## config.mk

```make
export PLATFORM = sky130hd
export DESIGN_NAME = adi_score
export DESIGN_NICKNAME = d
export VERILOG_FILES = /design/src/rtl/adi_pkg.sv /design/src/rtl/adi_score.sv
export SDC_FILE = /design/constraint.sdc
export NUM_CORES = 1
export LEC_CHECK = 0
export ABC_AREA = 1
export BUFFER_PORTS_ARGS = -buffer_cell sky130_fd_sc_hd__buf_2
export CORE_AREA = 2 2 120 122
export DETAILED_ROUTE_END_ITERATION = 16
export DIE_AREA = 0 0 122 124
export PLACE_DENSITY = 0.71
export SLEW_MARGIN = 20
export SYNTH_ARGS = -nofsm -noshare
export SYNTH_HDL_FRONTEND = slang
export SYNTH_SLANG_ARGS = --single-unit
```

## constraint.sdc

```tcl
create_clock -name vclk -period 6.35
set_input_delay 0.9525 -clock vclk [all_inputs]
set_output_delay 0.9525 -clock vclk [all_outputs]
set_load 0.005 [all_outputs]
```

## src/rtl/adi_pkg.sv

```systemverilog
package adi_pkg;

   localparam int PIXEL_W  = 24;
   localparam int COORD_W  = 10;
   localparam int CSR_W    = 11;
   localparam int CSR_IDX_W = 1;

   localparam logic [CSR_IDX_W-1:0] REG_FRAME_WIDTH  = 1'd0;
   localparam logic [CSR_IDX_W-1:0] REG_FRAME_HEIGHT = 1'd1;

   localparam logic [CSR_W-1:0] FRAME_WIDTH_RESET  = 11'd640;
   localparam logic [CSR_W-1:0] FRAME_HEIGHT_RESET = 11'd480;

   localparam int MIN_WIDTH  = 3;
   localparam int MIN_HEIGHT = 4;
   localparam int GROUP_COLS = 3;

   localparam logic [1:0] PHASE_FIRST  = 2'd0;
   localparam logic [1:0] PHASE_SECOND = 2'd1;
   localparam logic [1:0] PHASE_LAST   = 2'd2;

   localparam int BEATS = 6;
   localparam logic [2:0] LAST_BEAT = 3'd5;

   typedef logic [PIXEL_W-1:0] pixel_type;
   typedef pixel_type [GROUP_COLS-1:0] trio_type;

   typedef struct packed {
      trio_type three;
      trio_type two;
      trio_type one;
   } stack_type;

   typedef struct packed {
      stack_type           lines;
      trio_type            cur;
      logic [COORD_W-1:0]  x;
      logic [COORD_W-1:0]  r;
   } window_type;

   function automatic pixel_type avg_pix(pixel_type a, pixel_type b);
      logic [8:0] s_r;
      logic [8:0] s_g;
      logic [8:0] s_b;
      s_r = {1'b0, a[23:16]} + {1'b0, b[23:16]};
      s_g = {1'b0, a[15:8]} + {1'b0, b[15:8]};
      s_b = {1'b0, a[7:0]} + {1'b0, b[7:0]};
      return {s_r[8:1], s_g[8:1], s_b[8:1]};
   endfunction

   function automatic logic [7:0] green_avg(pixel_type a, pixel_type b);
      logic [8:0] s_g;
      s_g = {1'b0, a[15:8]} + {1'b0, b[15:8]};
      return s_g[8:1];
   endfunction

   function automatic logic [7:0] abs_diff(logic [7:0] a, logic [7:0] b);
      return (a > b) ? (a - b) : (b - a);
   endfunction

endpackage

```

## src/rtl/adi_score.sv

```systemverilog
module adi_score (
   input  adi_pkg::window_type win,
   output logic                use_interp
);

   logic [7:0] a0;
   logic [7:0] a1;
   logic [7:0] a2;
   logic [7:0] a3;
   logic [8:0] d1;
   logic [8:0] d2;

   assign a0 = adi_pkg::green_avg(win.lines.three[0], win.lines.three[2]);
   assign a1 = adi_pkg::green_avg(win.lines.two[0], win.lines.two[2]);
   assign a2 = adi_pkg::green_avg(win.lines.one[0], win.lines.one[2]);
   assign a3 = adi_pkg::green_avg(win.cur[0], win.cur[2]);

   assign d1 = {1'b0, adi_pkg::abs_diff(a0, a2)} + {1'b0, adi_pkg::abs_diff(a1, a3)};
   assign d2 = {1'b0, adi_pkg::abs_diff(a0, a3)} + {1'b0, adi_pkg::abs_diff(a1, a2)};

   assign use_interp = d1 < d2;

endmodule

```

# Yosys cells after proc, flatten, opt, wreduce, memory -nomap -nowiden
# Index checks and enable logic that the tools add are counted.
[classes]
addsub = 14
n_lt_le_gt_ge = 5
mux = 4
[op_table]
columns = ["operator", "n"]
rows = [
  ["$sub 8x8->8", 8],
  ["$add 8x8->9", 6],
  ["$gt 8x8->1", 4],
  ["$mux 8", 4],
  ["$lt 9x9->1", 1],
]
[word_totals]
register_bits = 0
input_bits = 308
output_inout_bits = 1
elab_cells = 23

# Longest topological paths before layout
[logic_depth]
depth_word = 5
mapped_depth = 33
ltp_nobuf = 33

# Least setup slack after synthesis
# Ideal clock, no wire load.
[synth_timing]
kind = "input to output"
start = "input port win[28] (netlist name)"
end = "output port use_interp"
arrival_ns = 5.368
required_ns = 5.398
setup_slack_ns = 0.029
stages = 28
n_path_buf = 1
path_cell_list = "nand2_1 > inv_1 > fa_1 > xor2_1 > inv_1 > fa_1 > nand2_1 > inv_1 > o21ai_0 > nand2_1 > nand3_1 > nand2_1 > nand2_1 > buf_6 > nand2_1 > o21ai_2 > inv_1 > fa_1 > o21ai_0 > a21oi_1 > o21ai_0 > xnor2_1 > ha_1 > a21o_1 > a31o_2 > a21oi_1 > nor2_1 > nor2_1"
[synth_via]
elab_chain_cells = 5
word_cells_on_any_way = 12
cone_classes = "7 x add/sub; 3 x order compare; 2 x mux"
[synth_rtl]
columns = ["element", "line_no", "source"]
rows = [
  ["from (decl)", "adi_score.sv:2", "input adi_pkg::window_type win,"],
  ["$add 8x8->9 (*)", "adi_pkg.sv:53", "s_g = {1'b0, a[15:8]} + {1'b0, b[15:8]};"],
  ["$sub 8x8->8 / $gt 8x8->1 (equally long branches)", "adi_pkg.sv:58", "return (a > b) ? (a - b) : (b - a);"],
  ["$mux 8", "adi_pkg.sv:58", ""],
  ["$add 8x8->9, on equally long branches", "adi_score.sv:18, adi_score.sv:19", ""],
  ["$lt 9x9->1 (*)", "adi_score.sv:21", "assign use_interp = d1 < d2;"],
  ["to (decl)", "adi_score.sv:3", "output logic use_interp"],
]
# Every way passes the cells marked *; elsewhere a longest branch is shown, timed or not.

# Final worst setup path
[layout_timing]
start = "input port win[220] (netlist name)"
end = "output port use_interp"
# Same word-level chain as after synthesis.

==> qor.yml <==
critPathKind: "primary input to output port"
power_density_nw_per_um2: 448.0
seq_area_um2: 0
syn2layout_area_growth_pct: 54.20
seq_power_share: 0
initial_utilization: 0.3582
status: "finished, final reports clean"
grt_antenna_before_repair: 0
maxSlewViolCount: 0
yosysWarnings: 0
hold_viol: 0
top_level_ports: 309
drt_pass1_iterations: 5
syn_nets: 1265
drive_gt1_frac: 0.3804
grt.met1_usage: 0.2630
grt_use_met2: 0.3485
p_clk_frac: 0
yosys.area.top_type_share: 0.2342
hpwl_um: 13480
rsz0062_at_grt: "yes"
yosysSeqAreaShare: 0
pwr-share-comb: 1.000
yosysMostFrequentCell: "nand2_1"
dieArea_um2: 15130
syn-cell-area_um2: 4915
switching_power_mw: 1.753
drc: 0
slew_headroom: 0.7510
n_clock_buffer: 0
hold_ws_ns: 3.189
die_height_um: 124
grt_pass1_wl_um: 24260
num_rows: 43
grt.overflow.total: 0
cp_slowest_cell: "fa_2"
place_ws_ns: -0.3813
seq_cell_count: 0
synth_commonest_cells: "nand2_1 (253), inv_1 (145), ha_1 (92)"
cp_common_cell: "nand2_2"
grt_pass1_vias: 5525
postSynthCellCount: 851
postPlaceCellArea_um2: 6704
setup.worst_path.start_class: "primary input"
wl_per_cell_um: 12.82
p_int_mw: 1.642
postRouteWirelength_um: 16290
dp.cells: 1259
holdCritPathClass: "primary input to output port"
power_leakage_nw: 4.238
worst_pin_slew_ns: 0.3696
grt.met3_usage: 0.007326
endpoint_kind: "output port"
portBuffers: 65
period_needed_ns: 6.307
worst_slack_ns: 0.04263
final_net_count: 1507
coreArea_um2: 13720
syn_avg_cell_area_um2: 5.775
switching_share: 0.5163
worstPathRequired_ns: 5.40
cap_violations: 0
diodes: 0
route.vias.total: 6137
drt_iter0_drc: 273
synth_top_area_cell: "ha_1"
setup-violations-final: 0
ir_drop_uv: 296.1
gp_congestion: 0.9274
fmax_mhz: 158.5
layoutNonFillerInstCount: 1271
synthTopCellsByArea: "ha_1 (23%), nand2_1 (19%), inv_1 (11%), xor2_1 (6.4%), nand3_1 (6.3%)"
arrival_ns: 5.35
max_stage_delay_ns: 0.36
drtAntennaViolNets: 0
stdcell_area_um2: 7579
grt_busiest_layer: "met2"
die_w_um: 122
vias_per_cell: 4.828
grt_usage: 0.1989
period_share: 0.9933
crit_fanout: 6
grt_max_degree: 8
yosysUniqueCellTypes: 37
==> area by class of cell <==
type | count | area, µm²
Inverter | 148 | 558.0
Tap cell | 180 | 225.2
Multi-Input combinational cell | 695 | 5072
Timing Repair Buffer | 248 | 1723
Fill cell | 1297 | 6141
==> metal layers <==
layer / vias to the layer above / part of all wire
met1: 2743 / 0.45
li1: 3203 / -
met4: 0 / 0.041
met2: 161 / 0.47
met3: 30 / 0.040
met5: - / 0
==> cell families after synthesis <==
logic type,count (synthesis),synth area share
AND/OR/NAND/NOR,416,0.3587
AO/OA/AOI/OAI,128,0.1477
buffers and inverters,156,0.1222
adder cells (fa/ha/maj),106,0.2912
XOR/XNOR,45,0.08019
==> cells in the final DEF, fill, tap and decap left out, drive strengths merged <==
cell type	n
nor2	60
o21ai	49
and2	1
o21bai	10
a21oi	55
o22ai	2
a31oi	1
nor4	1
a21o	2
buf	248
xnor2	9
fa	14
o21a	3
nand3b	3
a21boi	3
inv	148
or2	3
a221oi	1
a211oi	1
nand4	11
xor2	36
a31o	1
nand3	62
nor3	4
ha	92
nand2	271
==> metrics by stage <==
step / util / power (mW) / TNS (ns)
floorplan: - / 1.865 / 0
global placement: 0.4886 / 2.788 / -0.3345
detailed placement: 0.4886 / 2.867 / -0.3813
CTS: 0.5020 / 2.988 / 0
global route: 0.5524 / 3.810 / -0.2153
finish: 0.5524 / 3.395 / 0
==> power by group through the flow <==
stage | registers (mW) | logic [mW] | clock network, mW
floorplan | 0 | 1.87 | 0
global placement | 0 | 2.79 | 0
detailed placement | 0 | 2.87 | 0
CTS | 0 | 2.99 | 0
global route | 0 | 3.81 | 0
finish | 0 | 3.40 | 0
==> critical path, delay by kind of cell <==
kind	cells	cell delay, ns
compound gates	9	1.07
xor+xnor	1	0.19
buf+inv	6	0.54
simple gates	15	1.38
fa+ha+maj	4	1.21
==> final timing paths <==
path / start / endpoint / slack, ns / depth (start not counted)
setup / recovery: win[220] / use_interp / 0.04 / 35
hold / removal: win[299] / use_interp / 3.19 / 12
==> timing repair <==
item	in CTS	in global routing
pin swaps	16	85
setup endpoints to repair	1	1
buffers inserted	4	8
resized for setup	42	131
hold buffers	0	0
Power figures use the tool's default switching activity.
