===== src/rtl/adi_pkg.sv =====
package adi_pkg;

   localparam int PIXEL_W  = 24;
   localparam int COORD_W  = 10;
   localparam int CSR_W    = 11;
   localparam int CSR_IDX_W = 1;

   localparam logic [CSR_IDX_W-1:0] REG_FRAME_WIDTH  = 1'd0;
   localparam logic [CSR_IDX_W-1:0] REG_FRAME_HEIGHT = 1'd1;

   localparam logic [CSR_W-1:0] FRAME_WIDTH_RESET  = 11'd640;
   localparam logic [CSR_W-1:0] FRAME_HEIGHT_RESET = 11'd480;

   localparam int MIN_WIDTH  = 3;
   localparam int MIN_HEIGHT = 4;
   localparam int GROUP_COLS = 3;

   localparam logic [1:0] PHASE_FIRST  = 2'd0;
   localparam logic [1:0] PHASE_SECOND = 2'd1;
   localparam logic [1:0] PHASE_LAST   = 2'd2;

   localparam int BEATS = 6;
   localparam logic [2:0] LAST_BEAT = 3'd5;

   typedef logic [PIXEL_W-1:0] pixel_type;
   typedef pixel_type [GROUP_COLS-1:0] trio_type;

   typedef struct packed {
      trio_type three;
      trio_type two;
      trio_type one;
   } stack_type;

   typedef struct packed {
      stack_type           lines;
      trio_type            cur;
      logic [COORD_W-1:0]  x;
      logic [COORD_W-1:0]  r;
   } window_type;

   function automatic pixel_type avg_pix(pixel_type a, pixel_type b);
      logic [8:0] s_r;
      logic [8:0] s_g;
      logic [8:0] s_b;
      s_r = {1'b0, a[23:16]} + {1'b0, b[23:16]};
      s_g = {1'b0, a[15:8]} + {1'b0, b[15:8]};
      s_b = {1'b0, a[7:0]} + {1'b0, b[7:0]};
      return {s_r[8:1], s_g[8:1], s_b[8:1]};
   endfunction

   function automatic logic [7:0] green_avg(pixel_type a, pixel_type b);
      logic [8:0] s_g;
      s_g = {1'b0, a[15:8]} + {1'b0, b[15:8]};
      return s_g[8:1];
   endfunction

   function automatic logic [7:0] abs_diff(logic [7:0] a, logic [7:0] b);
      return (a > b) ? (a - b) : (b - a);
   endfunction

endpackage


===== src/rtl/adi_rsp_if.sv =====
interface adi_rsp_if;
   logic                          valid;
   logic                          ready;
   adi_pkg::pixel_type            out_pixel;
   logic [adi_pkg::COORD_W-1:0]   out_column;
   logic [adi_pkg::COORD_W-1:0]   out_row;
   logic                          last;

   modport source (output valid, output out_pixel, output out_column, output out_row,
                   output last, input ready);
   modport sink (input valid, input out_pixel, input out_column, input out_row,
                 input last, output ready);
endinterface


===== src/rtl/adi_emit.sv =====
module adi_emit (
   input  logic                  clock,
   input  logic                  reset,
   input  logic                  load,
   input  adi_pkg::window_type   win,
   input  logic                  use_interp,
   output logic                  free,
   adi_rsp_if.source             rsp_bus
);

   adi_pkg::pixel_type                  pix_ff [adi_pkg::BEATS];
   adi_pkg::pixel_type                  pix_in [adi_pkg::BEATS];
   logic [adi_pkg::COORD_W-1:0]         x_ff;
   logic [adi_pkg::COORD_W-1:0]         r_ff;
   logic [2:0]                          beat_ff;
   logic [2:0]                          beat_in;
   logic                                valid_ff;
   logic                                valid_in;
   logic                                last_beat;

   always_comb begin
      for (int i = 0; i < adi_pkg::GROUP_COLS; i++) begin
         pix_in[2*i]   = win.lines.two[i];
         pix_in[2*i+1] = use_interp ? adi_pkg::avg_pix(win.lines.two[i], win.cur[i])
                                    : win.lines.one[i];
      end
   end

   assign last_beat = beat_ff == adi_pkg::LAST_BEAT;
   assign free      = !valid_ff || (rsp_bus.ready && last_beat);

   always_comb begin
      valid_in = valid_ff;
      beat_in  = beat_ff;
      if (load) begin
         valid_in = 1'b1;
         beat_in  = '0;
      end else if (valid_ff && rsp_bus.ready) begin
         if (last_beat) begin
            valid_in = 1'b0;
         end else begin
            beat_in = beat_ff + 3'd1;
         end
      end
   end

   always_ff @(posedge clock) begin
      if (reset) begin
         valid_ff <= 1'b0;
         beat_ff  <= '0;
      end else begin
         valid_ff <= valid_in;
         beat_ff  <= beat_in;
      end
   end

   always_ff @(posedge clock) begin
      if (load) begin
         pix_ff <= pix_in;
         x_ff   <= win.x;
         r_ff   <= win.r;
      end
   end

   assign rsp_bus.valid      = valid_ff;
   assign rsp_bus.out_pixel  = pix_ff[beat_ff];
   assign rsp_bus.out_column = x_ff + adi_pkg::COORD_W'(beat_ff[2:1]);
   assign rsp_bus.out_row    = r_ff + adi_pkg::COORD_W'(beat_ff[0]);
   assign rsp_bus.last       = last_beat;

endmodule


===== src/flat_wrapper.sv =====
// flat-port wrapper written by rule: the top's interface ports become plain ports
module adi_emit_flat 
  (clock, reset, load, win, use_interp, free, rsp_bus_valid, rsp_bus_out_pixel, rsp_bus_out_column, rsp_bus_out_row, rsp_bus_last, rsp_bus_ready);
  adi_rsp_if rsp_bus_i ();
  input  logic clock;
  input  logic reset;
  input  logic load;
  input  adi_pkg::window_type win;
  input  logic use_interp;
  output logic free;
  output wire logic [$bits(rsp_bus_i.valid)-1:0] rsp_bus_valid;
  output wire logic [$bits(rsp_bus_i.out_pixel)-1:0] rsp_bus_out_pixel;
  output wire logic [$bits(rsp_bus_i.out_column)-1:0] rsp_bus_out_column;
  output wire logic [$bits(rsp_bus_i.out_row)-1:0] rsp_bus_out_row;
  output wire logic [$bits(rsp_bus_i.last)-1:0] rsp_bus_last;
  input wire logic [$bits(rsp_bus_i.ready)-1:0] rsp_bus_ready;
  assign rsp_bus_valid = rsp_bus_i.valid;
  assign rsp_bus_out_pixel = rsp_bus_i.out_pixel;
  assign rsp_bus_out_column = rsp_bus_i.out_column;
  assign rsp_bus_out_row = rsp_bus_i.out_row;
  assign rsp_bus_last = rsp_bus_i.last;
  assign rsp_bus_i.ready = rsp_bus_ready;
  adi_emit u_core (.clock(clock), .reset(reset), .load(load), .win(win), .use_interp(use_interp), .free(free), .rsp_bus(rsp_bus_i));
endmodule

===== config.mk =====
export PLATFORM = sky130hd
export DESIGN_NAME = adi_emit_flat
export DESIGN_NICKNAME = d
export VERILOG_FILES = /design/src/rtl/adi_pkg.sv /design/src/rtl/adi_rsp_if.sv /design/src/rtl/adi_emit.sv /design/src/flat_wrapper.sv
export SDC_FILE = /design/constraint.sdc
export NUM_CORES = 1
export LEC_CHECK = 0
export BUFFER_PORTS_ARGS = -buffer_cell sky130_fd_sc_hd__buf_2
export CAP_MARGIN = 20
export CORE_MARGIN = 2
export CORE_UTILIZATION = 35
export CTS_CLUSTER_DIAMETER = 100
export CTS_CLUSTER_SIZE = 8
export DETAILED_ROUTE_END_ITERATION = 7
export GPL_ROUTABILITY_DRIVEN = 1
export GPL_TIMING_DRIVEN = 1
export PLACE_DENSITY = 0.62
export SYNTH_ARGS = -nofsm -noshare
export SYNTH_HDL_FRONTEND = slang
export SYNTH_SLANG_ARGS = --single-unit

===== constraint.sdc =====
create_clock -name clock -period 2.61 [get_ports clock]
set_clock_uncertainty 0.05 [all_clocks]
set_input_delay 0.522 -clock clock [delete_from_list [all_inputs] [get_ports clock]]
set_output_delay 0.522 -clock clock [all_outputs]
set_load 0.01 [all_outputs]

Word level (Yosys, flattened, before mapping)
Cells that the tools add are included.
{"block": "word_totals", "output_inout_bits": 47, "regBits": 168, "inputBits": 313, "word_cells": 44}
{"block": "classes", "bitwise": 2, "magnitude_cmp": 1, "add_sub_neg": 12, "n_eq_ne": 1, "reduce_logical": 9, "muxes": 9}
{"cell": "2-to-1 mux 24 bit", "count": 5}
{"cell": "adder 8 x 8 -> 9 bit", "count": 9}
{"cell": "binary-select mux 24 bit (select 3 bit)", "count": 1}
{"cell": "adder 10 x 1 -> 10 bit", "count": 1}
{"cell": "adder 10 x 2 -> 10 bit", "count": 1}
{"cell": "greater-or-equal comparator 4 bit (second input constant)", "count": 1}
{"cell": "inverter 3 -> 4 bit", "count": 1}
{"cell": "AND reduction 2 bit", "count": 2}
{"cell": "nonzero test 2 bit", "count": 2}
{"cell": "adder 3 x 1 -> 3 bit (second input constant)", "count": 1}
{"cell": "== test 3 bit (second input constant)", "count": 1}
{"cell": "2-to-1 mux 1 bit", "count": 3}
{"cell": "logical AND 1 bit", "count": 2}
{"cell": "OR reduction 2 bit", "count": 1}
{"cell": "logical NOT 1 bit", "count": 1}
{"cell": "logical OR 1 bit", "count": 1}
{"cell": "inverter 1 bit", "count": 1}

Depth between registers and ports, before layout
Gate-level depths: netlist of the first run.
{"block": "depth", "ltp_word": 4, "ltp_mapped": 7, "mapped_depth_nobuf": 6}

Worst setup path after synthesis of the first run
Ideal clock, no wire load.
{"block": "synth_timing", "kind": "in2reg", "from": "input win[28] (netlist bit)", "to": "register u_core.pix_ff[111] (netlist bit) (data pin)", "arrival_ps": 1887, "path_buffers": 0, "path_slack_ps": 409, "stages": 6, "setup_time_ps": 264, "path_cell_list": "and2_1 fa_1 a21oi_2 o21ai_1 o31a_1 o41a_1"}
{"element": "start, declared", "line": "flat_wrapper.sv:8", "text": "input adi_pkg::window_type win;"}
{"element": "end signal, assigned", "line": "adi_emit.sv:59", "text": "pix_ff <= pix_in;"}
{"element": "end, declared", "line": "adi_emit.sv:11", "text": "adi_pkg::pixel_type pix_ff [adi_pkg::BEATS];"}

Worst setup path in the final report of the first run
{"block": "layout_timing", "from": "register u_core.x_ff[0] (netlist bit)", "to": "output rsp_bus_out_column[6]"}
{"block": "layout_via", "elab_chain_len": 1}
{"element": "start, declared", "line": "adi_emit.sv:13", "text": "logic [adi_pkg::COORD_W-1:0] x_ff;"}
{"element": "start signal, assigned", "line": "adi_emit.sv:60", "text": "x_ff <= win.x;"}
{"element": "adder 10 x 2 -> 10 bit", "line": "adi_emit.sv:67", "text": "assign rsp_bus.out_column = x_ff + adi_pkg::COORD_W'(beat_ff[2:1]);"}
{"element": "end, declared", "line": "flat_wrapper.sv:13", "text": "output wire logic [$bits(rsp_bus_i.out_column)-1:0] rsp_bus_out_column;"}
No other way between the ends.

==> out/metrics.csv, run 1 <==
metric;value;unit
clock buffer depth;2;
pre-CTS setup slack;0.1662;ns
FF/Latch Area;5009;µm²
Root Buffer;clkbuf_16;
Antenna Violating Nets Remaining;0;
share of the core filled with cells;0.4478;
vias in the first global route;8166;
Hold WS;0.2248;ns
asr flop ratio synth;0;
post-route minimum period;2.537;ns
mux share of post-synthesis cell area;0.08933;
port bufs;287;
Initial Util;0.3562;
critical-path cell list;ha_1, fa_2, and3_1, nand3_1, xnor2_1, buf_2;
compound-gate portion of the synthesized area;0.1572;
register area share after synthesis;0.4882;
syn_nets;1248;
final setup fails;0;
CP arrival;1.96;ns
antenna violations before repair;7;
DP HPWL;22130;µm
die width;175.2;µm
fmax;0.3942;GHz
startpoint types;register;
Synth cell types;47;
HP Class;input pin to register;
Cells after Synth;856;
largest net degree at the start of global routing;56;
Detailed Route WL;27880;µm
nets;1546;
Slew @ Worst Pin;0.5724;ns
cell with the most instances after synthesis;edfxtp_1;
final hold vios;0;
initial drt markers;407;
DR WL/cell;17.89;µm
Max FO, Critical Path;3;
Post-synth EDFFs;164;
maxcap violations;0;
critical setup path kind;register to primary output;
DRC;0;
num rows;62;
Synth-to-Final Area Change;25.70;%
Synth Cell Area;10250;µm²
clk slew on worst S/H paths;0.07;ns
Ys Warns;0;
gr ovfl total;0;
count of hold-fix buffers inserted at cts;0;
period utilization;0.9719;
Synth Area in Simple Gates;0.09995;
Max transition margin;0.6184;
XOR/XNOR share of the synthesized area;0.02563;
Worst-Skew Late Latency;0.42;ns
CP Capture Type;primary output;
DR vias;8093;
layout cell share with drive strength beyond 1;0.3410;
final RePlAce weighted congestion;0.8805;
TritonCTS clock tree;yes;
worst vdd ir;0.0004736;V
post-synthesis register bit count;168;
H-Tree Depth;4;
most area-hungry cell type in the Yosys netlist;edfxtp_1;
Setup WS post-layout;0.07326;ns
Slew Viols, Final;0;
Pre-antenna DRT Iters;5;
Top FF cell, synth;edfxtp_1;
Pwr Density;560.7;nW/µm²
Core ar.;28780;µm²
All-Layer GR Usage;0.1806;
CTS Buf Count;17;
Slowest-stage cell, CP;edfxtp_1;
CP required;2.04;ns
io pins;360;
Vias per Instance;5.194;
Multi-input gate area;4881;µm²
Layout fillers;2677;
dominant cells by area after synthesis;edfxtp_1 (48%), ha_1 (8.4%), mux4_2 (5.3%);
main combinational cell family by area after synthesis;compound AO/OA/AOI/OAI gates;
first-pass GRT wire length;42900;µm
CTS Sinks;168;
synth cell count leaders;edfxtp_1 (164), nand2_1 (73), ha_1 (69);
die area;30680;µm²
Die Y;175.2;µm
Yosys top cell area share;0.4804;
Tot Pwr;7.226;mW
status;finished clean;
Synth Area in Adders;0.1037;
syn avg cell area;11.98;µm²
CP peak stage delay;0.38;ns
LEAKAGE;5.269;nW
## report_power, final
group	total [mW]	internal (mW)	switching (mW)
registers	3.35	3.26	0.0867
logic	1.43	0.663	0.763
clock network	2.45	1.28	1.17
## kinds of logic (layout without fill, tap and decap cells)
kind of cell	Yosys count	after routing
compound gates	225	225
simple gates	212	212
flops	168	168
buf+inv	82	393
fa+ha+maj	79	79
mux	60	60
xor+xnor	30	30
other cells	0	7
## cell usage in the layout (no fill, tap or decap), drive strengths merged, types with 13 or more instances in the layout
master	netlist	routed
buf	23	310
edfxtp	164	164
nand2	73	73
ha	69	69
inv	51	60
a21oi	58	58
nor2	41	41
o31ai	33	33
mux4	24	24
mux2i	24	24
o22ai	24	24
xnor2	23	23
and3	17	17
clkbuf	8	17
nand3	16	16
a21o	16	16
o31a	15	15
a211oi	15	15
nor3	14	14
nand4	13	13
## critical path, delay by kind of cell (launching register included)
kind / cells / cell delay (ns)
simple gates: 2 / 0.29
buf+inv: 1 / 0.15
xor+xnor: 1 / 0.12
flops: 1 / 0.38
fa+ha+maj: 2 / 0.61
## sequential cells by signal (all words and copies together) (netlist names)
| register | count |
|---|---|
| u_core.r_ff | 10 |
| u_core.rsp_bus.valid | 1 |
| u_core.beat_ff | 3 |
| u_core.pix_ff | 144 |
| u_core.x_ff | 10 |
## final cells by class
cell class | instances | share of cell area
timing repair buffer | 310 | 0.1344
sequential | 168 | 0.3886
antenna | 7 | 0.001359
clock inverter | 15 | 0.01175
tap | 384 | 0.03728
multi-input combinational | 606 | 0.3787
clock buffer | 17 | 0.03301
inverter | 51 | 0.01485
## through the flow
stage / setup TNS [ns] / instance area (µm²) / cells
floorplan: 0 / 10250 / 856
CTS: 0 / 12870 / 1551
detailed placement: 0 / 12270 / 1517
global placement: 0 / 12270 / 1517
global route: -0.007335 / 12880 / 1557
finish: 0 / 12890 / 1558
## final timing paths
path	slack (ns)	startpoint	to	depth (start not counted)
hold reg to reg	0.51	u_core.rsp_bus.valid	u_core.rsp_bus.valid	2
hold / removal	0.22	win[14]	u_core.x_ff[4]	1
setup reg to reg	0.70	u_core.beat_ff[1]	u_core.beat_ff[1]	7
setup / recovery	0.07	u_core.x_ff[0]	rsp_bus_out_column[6]	6
## per-layer routing
layer,part of all wire,global-route usage,vias to the layer above
li1,-,-,3953
met1,0.46,0.2479,3846
met2,0.46,0.2867,257
met3,0.052,0.03046,37
met4,0.026,0.06771,0
met5,0,0,-
## repair_timing
item,CTS,global route
buffers inserted,2,0
pin swaps,0,1
endpoints found under the hold margin,0,0
cloned,0,0
setup endpoints to repair,18,24
resized for setup,1,1
Power figures use the tool's default switching activity.
==> run 2: changes to the inputs <==
==> constraint.sdc (replaced) <==
create_clock -name clock -period 2.61 [get_ports clock]
set_clock_uncertainty 0.05 [all_clocks]
set_input_delay 0.1305 -clock clock [delete_from_list [all_inputs] [get_ports clock]]
set_output_delay 0.1305 -clock clock [all_outputs]
set_load 0.01 [all_outputs]
==> run 2 against run 1 <==
Clock power rose by 4%. Wire length up 11%. Hold slack worse by 0.20 ns. Sequential share of layout area is 3.8 points lower. Combinational power up 13%. Utilization is 4.9 points higher. Power increased by 3.9%. Largest power group unchanged. Fmax increased by 8.5%. Highest routed layer unchanged.
==> out/metrics.csv, run 2 (synthesis results as in run 1) <==
metric;value;unit;change
final setup fails;0;;unchanged
Layout fillers;2550;;-4.7%
FF-to-FF setup slack;0.61;ns;-0.09 ns
Slew @ Worst Pin;0.5191;ns;-0.05325 ns
die width;175.2;µm;unchanged
Multi-input gate area;4878;µm²;about the same
io pins;360;;unchanged
gr ovfl total;0;;unchanged
Pwr Density;525.5;nW/µm²;-6.3%
Root Buffer;clkbuf_16;;
Max FO, Critical Path;25;;+22
share of the core filled with cells;0.4963;;+0.04852
DR WL/cell;18.17;µm;+1.6%
die area;30680;µm²;unchanged
H-Tree Depth;4;;unchanged
most frequent cells in the layout;buf_2 (286), edfxtp_1 (164), dlygate4sd3_1 (150);;
placed cell area;12170;µm²;-0.82%
post-route minimum period;2.339;ns;-0.1979 ns
Design Area, Final;14280;µm²;+11%
All-Layer GR Usage;0.2000;;+0.01940
Tot Pwr;7.506;mW;+3.9%
fmax;0.4276;GHz;+8.5%
Worst-Skew Late Latency;0.42;ns;about the same
Die Y;175.2;µm;unchanged
CTS Buf Count;17;;unchanged
Pre-antenna DRT Iters;5;;unchanged
DP HPWL;22140;µm;about the same
Reg with most FFs;u_core.pix_ff;;
layout cell share with drive strength beyond 1;0.2977;;-0.04334
Synth-to-Final Area Change;39.32;%;
top flop regs;u_core.pix_ff x144, u_core.r_ff x10, u_core.x_ff x10;;
period utilization;0.8961;;-0.07582
HP Class;input pin to register;;
Initial Util;0.3562;;unchanged
Hold WS;0.02940;ns;-0.1954 ns
Max transition margin;0.6539;;+0.03550
setup bufs post-CTS;0;;-2
pre-CTS setup slack;0.5237;ns;+0.3576 ns
final RePlAce weighted congestion;0.8866;;+0.69%
Antenna Violating Nets Remaining;0;;unchanged
num rows;62;;unchanged
Detailed Route WL;30880;µm;+11%
CP Capture Type;primary output;;
FF/Latch Area;5009;µm²;unchanged
Core ar.;28780;µm²;unchanged
antenna violations before repair;5;;-2
commonest non-fill, non-tap cell in the layout;buf_2;;
largest net degree at the start of global routing;54;;-3.6%
port bufs;287;;unchanged
first-pass GRT wire length;47840;µm;+12%
DRC;0;;unchanged
clk slew on worst S/H paths;0.07;ns;about the same
vias in the first global route;9021;;+10%
Setup TNS Final;0;ns;unchanged
nets;1689;;+9.2%
CP arrival;2.16;ns;+0.20 ns
clock buffer depth;2;;unchanged
dpl cells;1512;;-0.33%
final non-filler cell total;1699;;+9.1%
Slew Viols, Final;0;;unchanged
worst vdd ir;0.0004013;V;-15%
Setup WS post-layout;0.2712;ns;+0.1979 ns
critical setup path kind;register to primary output;;
status;finished clean;;
TritonCTS clock tree;yes;;
maxcap violations;0;;unchanged
unrepaired setup endpoints after global routing;false;;
LEAKAGE;5.848;nW;+11%
max reg flops;144;;unchanged
CP required;2.43;ns;+0.39 ns
CTS Sinks;168;;unchanged
DR vias;8839;;+9.2%
startpoint types;register;;
Vias per Instance;5.202;;+0.15%
initial drt markers;457;;+12%
final hold vios;0;;unchanged
==> run 2: cell types whose count changed in the layout (fill, tap and decap cells not counted), moves of 2 or more <==
cell / previous run / this run
clkinv_8: 2 / 4
clkinv_4: 2 / 0
dlygate4sd3_1: 0 / 150
buf_12: 9 / 4
diode_2: 7 / 5
==> run 2: final timing paths <==
kind,from,endpoint,depth (start not counted)
max reg2reg,u_core.beat_ff[1],u_core.beat_ff[1],7
min,win[139],u_core.pix_ff[71],3
min reg2reg,u_core.rsp_bus.valid,u_core.rsp_bus.valid,2
max,u_core.beat_ff[0],rsp_bus_out_pixel[4],5
==> run 2: layout make-up <==
type | instances | share of cell area
antenna | 5 | 0.0008760
clock buffer | 17 | 0.02978
clock inverter | 15 | 0.01209
inverter | 51 | 0.01340
multi-input combinational | 606 | 0.3415
sequential | 168 | 0.3506
tap | 384 | 0.03364
timing repair buffer | 453 | 0.2180
==> run 2: routing by layer <==
layer	routed length, µm	part of all wire	up-vias	GRT usage
met5	0	0	-	0
met1	13980	0.45	4189	0.2718
li1	-	-	4244	-
met2	14310	0.46	337	0.3191
met3	1507	0.049	69	0.03307
met4	1079	0.035	0	0.07951
==> run 2: repair_timing <==
item	4_1_cts	5_1_grt
hold buffers	150	0
endpoints found under the hold margin	153	0
gates resized for setup	0	0
==> run 2: worst max-delay path: stages, from the launching register on <==
cell and delay, ns:
dfxtp_4 0.54, buf_12 0.27, mux4_2 0.55, inv_1 0.08, o22ai_1 0.10, buf_2 0.17
==> run 2: where the power goes <==
group          total (mW)  leakage [nW]  switching (mW)  internal [mW]
clock network        2.55         0.290            1.25           1.30
registers            3.35          1.64          0.0893           3.26
logic                1.61          3.92           0.809          0.796
==> run 3: changes to the inputs <==
- SETUP_SLACK_MARGIN: default -> 0.3
==> run 3 against run 2 <==
Count of clock-buffer cells in the layout is the same. Global-route usage is essentially flat. Final cell count is essentially flat. Die area is the same. Setup slack gained 0.12 ns. Clock power is essentially flat. Fmax grew 5.3%. Largest power group unchanged. Flip-flop and latch count is the same. Register-to-register slack gained 0.06 ns. Cell area grew 0.18%. Combinational power is essentially flat.
==> out/metrics.csv, run 3 (synthesis results as in run 1) <==
metric;value;unit;change
Pwr Density;524.7;nW/µm²;-0.14%
status;finished clean;;
All-Layer GR Usage;0.2002;;+0.0002812
maxcap violations;0;;unchanged
DRC;0;;unchanged
period utilization;0.8507;;-0.04546
Slew @ Worst Pin;0.5172;ns;-0.001976 ns
clk slew on worst S/H paths;0.08;ns;about the same
layout cell share with drive strength beyond 1;0.2990;;+0.001298
initial drt markers;490;;+7.2%
DP HPWL;22140;µm;unchanged
Tot Pwr;7.509;mW;about the same
dpl cells;1512;;unchanged
Max FO, Critical Path;3;;-88%
Vias per Instance;5.231;;+0.55%
Layout fillers;2547;;-0.12%
Pre-antenna DRT Iters;5;;unchanged
final hold vios;0;;unchanged
nets;1690;;+0.059%
largest net degree at the start of global routing;54;;unchanged
Die Y;175.2;µm;unchanged
worst vdd ir;0.0004011;V;about the same
Core ar.;28780;µm²;unchanged
critical setup path kind;input pin to register;;
max reg flops;144;;unchanged
num rows;62;;unchanged
CTS Buf Count;17;;unchanged
final non-filler cell total;1700;;+0.059%
CP arrival;2.34;ns;+0.18 ns
fmax;0.4504;GHz;+5.3%
die width;175.2;µm;unchanged
most frequent cells in the layout;buf_2 (286), edfxtp_1 (164), dlygate4sd3_1 (150);;
clock buffer depth;2;;unchanged
die area;30680;µm²;unchanged
unrepaired setup endpoints after global routing;false;;
DR WL/cell;18.20;µm;+0.15%
Root Buffer;clkbuf_16;;
Reg with most FFs;u_core.pix_ff;;
Multi-input gate area;4881;µm²;about the same
Max transition margin;0.6552;;+0.001318
Setup TNS Final;0;ns;unchanged
post-route minimum period;2.220;ns;-0.1187 ns
TritonCTS clock tree;yes;;
Antenna Violating Nets Remaining;0;;unchanged
H-Tree Depth;4;;unchanged
Synth-to-Final Area Change;39.58;%;
LEAKAGE;5.855;nW;+0.13%
DR vias;8893;;+0.61%
io pins;360;;unchanged
port bufs;287;;unchanged
Detailed Route WL;30950;µm;+0.21%
first-pass GRT wire length;47900;µm;+0.11%
HP Class;input pin to register;;
Slew Viols, Final;0;;unchanged
CTS Sinks;168;;unchanged
CP Capture Type;register;;
CP required;2.73;ns;+0.30 ns
commonest non-fill, non-tap cell in the layout;buf_2;;
startpoint types;input pin;;
FF-to-FF setup slack;0.67;ns;+0.06 ns
top flop regs;u_core.pix_ff x144, u_core.r_ff x10, u_core.x_ff x10;;
final RePlAce weighted congestion;0.8866;;unchanged
vias in the first global route;9025;;+0.044%
Initial Util;0.3562;;unchanged
antenna violations before repair;5;;unchanged
final setup fails;0;;unchanged
Worst-Skew Late Latency;0.42;ns;about the same
gr ovfl total;0;;unchanged
FF/Latch Area;5009;µm²;unchanged
## run 3: area by class of cell
type / count / area share
antenna: 5 / 0.0008744
clock buffer: 17 / 0.02973
clock inverter: 15 / 0.01207
inverter: 51 / 0.01338
multi-input combinational: 606 / 0.3411
sequential: 168 / 0.3500
tap: 384 / 0.03358
timing repair buffer: 454 / 0.2193
## run 3: final timing paths
kind / startpoint / end / cells past startpoint
worst max register to register: u_core.beat_ff[1] / u_core.beat_ff[1] / 7
worst max-delay path: win[196] / u_core.pix_ff[63] / 8
worst min register to register: u_core.rsp_bus.valid / u_core.rsp_bus.valid / 2
worst min-delay path: win[139] / u_core.pix_ff[71] / 3
## run 3: layer usage
metal,GRT usage,share of wire,vias to the layer above
li1,-,-,4249
met1,0.2725,0.45,4240
met2,0.3192,0.47,340
met3,0.03307,0.047,64
met4,0.07951,0.034,0
met5,0,0,-
## run 3: what timing repair did
action                                 4_1_cts  5_1_grt
buffers inserted                             1        0
setup endpoints to repair                   13       25
pin swaps                                    0        0
endpoints found under the hold margin      153        0
hold buffers                               150        0
resized for setup                            0        2
## run 3: power breakdown
group	switching, mW	total [mW]	internal [mW]
clock network	1.25	2.55	1.30
registers	0.0872	3.35	3.26
logic	0.812	1.61	0.798
## run 3: worst max-delay path, cell delays in order
cell           delay (ns)
dlygate4sd3_1        0.57
buf_2                0.15
and2_1               0.14
fa_1                 0.42
a21oi_2              0.23
o21ai_2              0.10
o31a_1               0.27
o41a_1               0.33
## run 3: metrics by stage
step | cell area, µm² | setup WS (ns) | utilization | hold slack (ns)
after floorplan | 10250 | 0.8007 | - | 0.1494
after global placement | 12170 | 0.5681 | 0.4229 | 0.2579
after detailed placement | 12170 | 0.5237 | 0.4229 | 0.2588
after CTS | 14290 | 0.3260 | 0.4966 | 0.0001212
after global routing | 14310 | 0.3172 | 0.4971 | 0.02273
final | 14310 | 0.3898 | 0.4972 | 0.02906
